===== src/sv/rlbp_pkg.sv =====
// Shared types, constants and record formatting for the run-length bit packer.
package rlbp_pkg;

  localparam int COEF_W      = 11;
  localparam int MAG_W       = 10;
  localparam int LEN_FIELD_W = 6;
  localparam int REC_W       = 1 + LEN_FIELD_W + MAG_W;
  localparam int BYTE_W      = 8;
  localparam int ACC_W       = (BYTE_W - 1) + REC_W;
  localparam int ACC_CNT_W   = $clog2(ACC_W + 1);
  localparam int QUEUE_DEPTH = 4;

  typedef logic [COEF_W-1:0]      coef_t;
  typedef logic [LEN_FIELD_W-1:0] len_field_t;
  typedef logic [REC_W-1:0]       rec_t;

  // Work for the back end from one coefficient: a record closed by a value
  // change, and the final record of the block followed by a flush.
  typedef struct packed {
    logic brk_valid;
    rec_t brk_rec;
    logic end_valid;
    rec_t end_rec;
  } entry_t;

  // Build sign, length field and saturated magnitude of one run.
  function automatic rec_t make_rec(coef_t value, len_field_t len_field);
    coef_t              neg;
    logic [MAG_W-1:0]   mag;
    neg = coef_t'(~value + coef_t'(1));
    if (value[COEF_W-1]) begin
      mag = neg[COEF_W-1] ? {MAG_W{1'b1}} : neg[MAG_W-1:0];
    end else begin
      mag = value[MAG_W-1:0];
    end
    return {value[COEF_W-1], len_field, mag};
  endfunction

endpackage


===== src/sv/rlbp_front.sv =====
// Front end: tracks runs and block position, emits closed records to the queue.
module rlbp_front #(
  parameter int BLOCK_SIDE = 8
) (
  input  logic            clk,
  input  logic            rst,
  input  logic            in_valid,
  output logic            in_ready,
  input  rlbp_pkg::coef_t coef,
  input  logic            q_full,
  output logic            q_push,
  output rlbp_pkg::entry_t q_entry
);
  import rlbp_pkg::*;

  localparam int BLOCK_LEN = BLOCK_SIDE * BLOCK_SIDE;
  localparam int POS_W     = $clog2(BLOCK_LEN);
  localparam int LEN_W     = POS_W + 1;
  localparam logic [POS_W-1:0] LAST_POS = POS_W'(BLOCK_LEN - 1);

  coef_t            run_value;
  logic [LEN_W-1:0] run_length;
  logic [POS_W-1:0] block_position;

  logic             accept;
  logic             first;
  logic             brk;
  logic             is_last;
  logic [LEN_W-1:0] new_len;

  always_comb begin
    in_ready = !q_full;
    accept   = in_valid && !q_full;
    first    = (block_position == '0);
    brk      = !first && (coef != run_value);
    is_last  = (block_position == LAST_POS);
    new_len  = (first || brk) ? LEN_W'(1) : LEN_W'(run_length + LEN_W'(1));

    q_entry.brk_valid = brk;
    q_entry.brk_rec   = make_rec(run_value, LEN_FIELD_W'(run_length - LEN_W'(1)));
    q_entry.end_valid = is_last;
    q_entry.end_rec   = make_rec(coef, LEN_FIELD_W'(new_len - LEN_W'(1)));
    q_push            = accept && (brk || is_last);
  end

  always_ff @(posedge clk) begin
    if (rst) begin
      run_value      <= '0;
      run_length     <= '0;
      block_position <= '0;
    end else if (accept) begin
      if (is_last) begin
        run_value      <= '0;
        run_length     <= '0;
        block_position <= '0;
      end else begin
        run_value      <= coef;
        run_length     <= new_len;
        block_position <= block_position + POS_W'(1);
      end
    end
  end

endmodule


===== src/sv/rlbp_queue.sv =====
// Short FIFO of record work between the front and back ends.
module rlbp_queue (
  input  logic              clk,
  input  logic              rst,
  input  logic              push,
  input  rlbp_pkg::entry_t  wr_data,
  output logic              full,
  output logic              rd_valid,
  input  logic              pop,
  output rlbp_pkg::entry_t  rd_data
);
  import rlbp_pkg::*;

  localparam int PTR_W = $clog2(QUEUE_DEPTH);
  localparam int CNT_W = PTR_W + 1;

  entry_t           mem [QUEUE_DEPTH];
  logic [PTR_W-1:0] wr_ptr;
  logic [PTR_W-1:0] rd_ptr;
  logic [CNT_W-1:0] fill;

  always_comb begin
    full     = (fill == CNT_W'(QUEUE_DEPTH));
    rd_valid = (fill != '0);
    rd_data  = mem[rd_ptr];
  end

  always_ff @(posedge clk) begin
    if (push) begin
      mem[wr_ptr] <= wr_data;
    end
  end

  always_ff @(posedge clk) begin
    if (rst) begin
      wr_ptr <= '0;
      rd_ptr <= '0;
      fill   <= '0;
    end else begin
      if (push) begin
        wr_ptr <= wr_ptr + PTR_W'(1);
      end
      if (pop) begin
        rd_ptr <= rd_ptr + PTR_W'(1);
      end
      if (push && !pop) begin
        fill <= fill + CNT_W'(1);
      end else if (pop && !push) begin
        fill <= fill - CNT_W'(1);
      end
    end
  end

endmodule


===== src/sv/rlbp_back.sv =====
// Back end: buffers record bits and drains one byte per cycle unless stalled.
module rlbp_back (
  input  logic             clk,
  input  logic             rst,
  input  logic             q_valid,
  output logic             q_pop,
  input  rlbp_pkg::entry_t q_entry,
  output logic             out_valid,
  input  logic             out_ready,
  output logic [7:0]       out_byte,
  output logic             out_last
);
  import rlbp_pkg::*;

  logic                 pend_a;
  logic                 pend_b;
  rec_t                 rec_a;
  rec_t                 rec_b;
  logic                 flush;
  logic [ACC_W-1:0]     acc;
  logic [ACC_CNT_W-1:0] cnt;

  logic                 idle;
  logic                 full_byte;
  logic                 can_emit;
  logic                 do_append;
  logic [ACC_CNT_W-1:0] cnt_next;
  logic [BYTE_W-1:0]    byte_next;
  logic                 last_next;

  always_comb begin
    idle      = !pend_a && !pend_b && !flush;
    q_pop     = idle && q_valid;
    full_byte = (cnt >= ACC_CNT_W'(BYTE_W));
    can_emit  = (!out_valid || out_ready) && (full_byte || (flush && cnt != '0));
    do_append = !full_byte && (pend_a || pend_b);
    if (full_byte) begin
      cnt_next  = cnt - ACC_CNT_W'(BYTE_W);
      byte_next = BYTE_W'(acc >> cnt_next);
      last_next = flush && (cnt_next == '0);
    end else begin
      // pad the tail of the block with zeros
      cnt_next  = '0;
      byte_next = BYTE_W'(acc << (ACC_CNT_W'(BYTE_W) - cnt));
      last_next = 1'b1;
    end
  end

  always_ff @(posedge clk) begin
    if (rst) begin
      pend_a    <= 1'b0;
      pend_b    <= 1'b0;
      flush     <= 1'b0;
      cnt       <= '0;
      out_valid <= 1'b0;
    end else begin
      if (q_pop) begin
        pend_a <= q_entry.brk_valid;
        pend_b <= q_entry.end_valid;
      end else if (do_append) begin
        if (pend_a) begin
          pend_a <= 1'b0;
        end else begin
          pend_b <= 1'b0;
          flush  <= 1'b1;
        end
      end
      if (do_append) begin
        cnt <= cnt + ACC_CNT_W'(REC_W);
      end else if (can_emit) begin
        cnt <= cnt_next;
        if (cnt_next == '0) begin
          flush <= 1'b0;
        end
      end
      if (can_emit) begin
        out_valid <= 1'b1;
      end else if (out_ready) begin
        out_valid <= 1'b0;
      end
    end
  end

  always_ff @(posedge clk) begin
    if (q_pop) begin
      rec_a <= q_entry.brk_rec;
      rec_b <= q_entry.end_rec;
    end
    if (do_append) begin
      acc <= ACC_W'({acc, (pend_a ? rec_a : rec_b)});
    end
    if (can_emit) begin
      out_byte <= byte_next;
      out_last <= last_next;
    end
  end

endmodule


===== src/sv/run_length_bit_packer.sv =====
// Top level of the run-length bit packer: front end, record queue, byte packer.
//
//  channel   dir   payload                               completes when
//  s_*       in    s_tdata[10:0] coefficient (signed)    s_tvalid & s_tready
//  m_*       out   m_tdata[7:0] packed_byte, m_tlast     m_tvalid & m_tready
//
// A coefficient enters every cycle while the record queue has room.
// Each record is appended to the bit buffer and drained as two or three
// bytes before the next is appended, so a block whose every coefficient
// closes a run is paced by the single byte port of the packer.
// Reset (rst, synchronous, active high) empties the queue and starts a block.
// m_tready low stalls only the packer; the front keeps taking coefficients
// until the queue fills.
module run_length_bit_packer #(
  parameter int BLOCK_SIDE = 8
) (
  input  logic        clk,
  input  logic        rst,
  // slave side
  input  logic        s_tvalid,
  output logic        s_tready,
  input  logic [15:0] s_tdata,   // [10:0] coefficient, [15:11] zero fill
  // master side
  output logic        m_tvalid,
  input  logic        m_tready,
  output logic [7:0]  m_tdata,   // [7:0] packed_byte, earliest bit in bit 7
  output logic        m_tlast    // block_end: last byte, padded as needed
);
  import rlbp_pkg::*;

  logic   q_push;
  logic   q_full;
  logic   q_valid;
  logic   q_pop;
  entry_t q_wr;
  entry_t q_rd;

  // Classify each coefficient: extend the open run, or close it into a record.
  rlbp_front #(
    .BLOCK_SIDE(BLOCK_SIDE)
  ) u_front (
    .clk      (clk),
    .rst      (rst),
    .in_valid (s_tvalid),
    .in_ready (s_tready),
    .coef     (s_tdata[COEF_W-1:0]),
    .q_full   (q_full),
    .q_push   (q_push),
    .q_entry  (q_wr)
  );

  // Hold closed records so both sides stall independently.
  rlbp_queue u_queue (
    .clk      (clk),
    .rst      (rst),
    .push     (q_push),
    .wr_data  (q_wr),
    .full     (q_full),
    .rd_valid (q_valid),
    .pop      (q_pop),
    .rd_data  (q_rd)
  );

  // Pack records MSB first into bytes behind a registered output.
  rlbp_back u_back (
    .clk       (clk),
    .rst       (rst),
    .q_valid   (q_valid),
    .q_pop     (q_pop),
    .q_entry   (q_rd),
    .out_valid (m_tvalid),
    .out_ready (m_tready),
    .out_byte  (m_tdata),
    .out_last  (m_tlast)
  );

endmodule

===== config.mk =====
export PLATFORM = sky130hd
export DESIGN_NAME = run_length_bit_packer
export DESIGN_NICKNAME = d
export VERILOG_FILES = /design/src/sv/rlbp_pkg.sv /design/src/sv/rlbp_front.sv /design/src/sv/rlbp_queue.sv /design/src/sv/rlbp_back.sv /design/src/sv/run_length_bit_packer.sv
export SDC_FILE = /design/constraint.sdc
export NUM_CORES = 1
export LEC_CHECK = 0
export BUFFER_PORTS_ARGS = -buffer_cell sky130_fd_sc_hd__buf_2
export CORE_MARGIN = 4
export CORE_UTILIZATION = 65
export CTS_BUF_LIST = sky130_fd_sc_hd__clkbuf_4 sky130_fd_sc_hd__clkbuf_8
export DETAILED_ROUTE_END_ITERATION = 8
export GPL_TIMING_DRIVEN = 0
export HOLD_SLACK_MARGIN = 0.12
export PLACE_DENSITY = 0.95
export SLEW_MARGIN = 20
export SYNTH_ARGS = -nofsm -noshare
export SYNTH_HDL_FRONTEND = slang
export SYNTH_SLANG_ARGS = --single-unit

===== constraint.sdc =====
create_clock -name clk -period 14.5 [get_ports clk]
set_input_delay 0.725 -clock clk [delete_from_list [all_inputs] [get_ports clk]]
set_output_delay 0.725 -clock clk [all_outputs]
set_load 0.01 [all_outputs]

==> metrics.md <==
| Metric | Value |
|---|---|
| Outcome | finished, final reports clean |
| Async set or reset register ratio after synthesis | 0% |
| H-Tree Level Count | 2 |
| Post-route setup slack | 11400 ps |
| Die span in y | around 140 um |
| Crit-path slowest cell | clkbuf_1 |
| Post-synth EDFFs | 211 |
| First-pass GRT wire length | 39960 um |
| DRC Markers | 0 |
| Fin crit share | 21.38% |
| CP cell instances | buf_2 > clkbuf_1 > inv_1 > ha_1 > buf_1 > mux2i_1 > mux2_2 > mux2i_1 > a21oi_1 > a31oi_1 |
| Row count | between 40 and 50 |
| Setup TNS | 0 ps |
| Max-capacitance violation count | 0 |
| Post-route minimum period | 3100 ps |
| Synth Net Count | 828 |
| CTS tree | built |
| Multi-input logic area | about 0.004 mm2 |
| Design Power | 2.462 mW |
| Layout cells sized above 1 | 22.84% |
| Reg-to-reg slack, setup | approximately 11000 ps |
| Clk_lat worst skew | 550 ps |
| Number of synthesized register bits | about 250 |
| Hold Path Class | reg -> reg |
| Final Non-Filler Cells | roughly 1100 |
| Yosys warns | 0 |
| Clock slew at reported path FFs | 60 ps |
| Root Driver | clkbuf_8 |
| DR pass1 iterations | 5 |
| Worst EP required | 14770 ps |
| Relative max-transition margin | 33.84% |
| Skew final | 27.86 ps |
| Post-synthesis area per instance | 14.43 um2 |
| IO Count | 31 |
| Worst-case clock buffer depth | 3 |
| Core Area | 0.01724 mm2 |
| Kind of end point of the critical path | register |
| Max-slew violations | 0 |
| Post-DR wirelength/cell | 22.24 um |
| Post_cts resized | 0 |
| Pre-CTS WS | 11240 ps |
| Worst path top cell family by delay | buffers and inverters |
| Yosys top cell area share | 55.44% |
| Synth area leaders | edfxtp_1, mux4_2, dfxtp_1 |
| LEAKAGE | 4.286 nW |
| Slew @ Worst Pin | 985.3 ps |
| Synth-to-Final Area Change | 11.39% |
| Number of global-route vias before repair | around 7400 |
| Filler instances | between 900 and 1000 |
| Leading area contributor after synthesis | edfxtp_1 |
| Synth Instances | around 800 |
| Cells after DPL | 1049 |
| VDD IR max | 130.2 uV |
| P per Cell Area | ~190 mW/mm2 |
| Routed Antenna Nets | 0 |
| Final nets | 901 |
| Hold-fix buffers, CTS | 0 |
| WP buf/inv | 4 |
| CP Max Fanout | 10 |
| Die Width | around 140 um |
| Vias per cell | between 6 and 7 |
| Placer Congestion | ~0.95 |
| Peak Freq | 0.3225 GHz |
| Design area | 0.01273 mm2 |
| Global-route usage over all layers | 26.01% |
| Critical Path Most Common Cell | mux2i_1 |
| Antenna violations before repair | 1 |
| HPWL after detailed placement | about 16000 um |
| Total Routed Length | around 25000 um |
| Dpl cell area | approximately 0.012 mm2 |
| Post-synthesis sequential area ratio | 62.62% |
| Cell Area, Synth | between 0.01 and 0.015 mm2 |
| # diodes | 0 |
| Post-CTS Setup Bufs | 0 |
| Largest net degree at the start of global routing | 31 |
| RSZ-0062 raised after global routing | false |
| PortBufs | 23 |
| Crit-path max cell delay | 460 ps |
| Commonest register cell after synthesis | edfxtp_1 |
| Initial Utilization | 66.30% |
| Critical path class | reg -> reg |
| Final Hold Fails | 0 |
| Netlist cell types | 56 |
| Commonest non-fill, non-tap cells in the layout | edfxtp_1, nand2_1, nor2_1 |
| Die area | 0.01977 mm2 |
| Final setup violation count | 0 |
| Arr. time, crit path | between 3000 and 4000 ps |
| Via Count | between 7000 and 8000 |
| First DRT Iteration DRCs | 703 |
| Most common cell after layout, fill and taps aside | edfxtp_1 |
| TritonCTS Sinks | 252 |
| GRT overflow | 0 |
| CTS Buf Count | 39 |
| Startpoint class of the critical path | register |
| FF+latch area | 0.007157 mm2 |
## through the flow
stage | hold WS [ps] | utilization [%]
floorplan | 466.3 | -
global placement | 484.3 | 68.60
detailed placement | 500.2 | 69.37
CTS | 489.0 | 73.85
global route | 523.3 | 73.85
finish | 511.7 | 73.85
## cells by family after synthesis
logic type / count (synthesis) / synth area share (%)
multiplexers: 108 / 15.51
AND/OR/NAND/NOR: 213 / 8.966
buffers and inverters: 69 / 2.485
adder cells (fa/ha/maj): 16 / 1.817
XOR/XNOR: 37 / 2.836
AO/OA/AOI/OAI: 97 / 5.759
flip-flops: 252 / 62.62
## synthesized netlist by cell type, types with 3 or more instances
library cell    n
a211oi_1        5
inv_1          23
xnor2_1        25
xor2_1         12
edfxtp_1      211
buf_2          11
nor3_1         10
or3_1           5
mux4_2         53
mux2i_1        32
and3_1          4
a22oi_1        14
mux2_2         23
dfxtp_1        41
o22ai_1         4
nand2_1        72
a31oi_1         8
nand2b_1        4
and2_1         11
a21boi_0        3
o211ai_1        9
nor4_1          4
a21oi_1        22
buf_4           3
o21ai_0        14
nor2_1         54
clkbuf_1       25
ha_1           15
buf_1           5
nand4_1        12
nand3b_1        3
nand3_1        15
o311ai_0        3
nor2b_1         7
## final timing paths
kind | end | startpoint | cells after the start
setup / recovery | u_back.out_byte[7] | u_back.cnt[1] | 10
hold / removal | u_queue.wr_ptr[1] | u_queue.wr_ptr[1] | 2
setup reg to reg | u_back.out_byte[7] | u_back.cnt[1] | 10
hold reg to reg | u_queue.wr_ptr[1] | u_queue.wr_ptr[1] | 2
## routing by layer
metal	up-vias	track usage (%)	part of all wire (%)
met5	-	0	0.052
met4	2	10.40	3.6
met3	89	3.697	7.4
met2	393	45.11	51
met1	3605	33.46	38
li1	3190	-	-
## state kept, by name, summed over array words and instances, names as in the netlist, named ones only
signal                  count
u_front.run_value          11
u_queue.rd_ptr              2
u_back.out_last             1
u_queue.wr_ptr              2
u_back.acc                 24
u_back.out_valid            1
u_back.pend_b               1
u_back.flush                1
u_back.out_byte             8
u_queue.mem               144
u_front.run_length          6
u_queue.fill                3
u_front.block_position      6
u_back.rec_a               17
u_back.cnt                  5
u_back.pend_a               1
u_back.rec_b               17
## final cells by class
cell class | instances | share of cell area, %
well taps | 225 | 2.212
clock buffers | 58 | 5.435
multi-input cells | 471 | 31.46
repair buffers | 32 | 1.809
flip-flops and latches | 252 | 56.22
plain buffers | 44 | 1.494
clock inverters | 11 | 0.6291
inverters | 25 | 0.7372
## tightest hold or removal path: stages, from the launching register on
cell and delay, ps:
dfxtp_1 340, nand2_1 70, mux2i_1 60
## where the power goes
group	internal, mW	total (mW)	switching (mW)
Sequential	0.991	1.07	0.0747
Combinational	0.344	0.805	0.461
Clock	0.324	0.592	0.268
(Power assumes the default switching activity.)
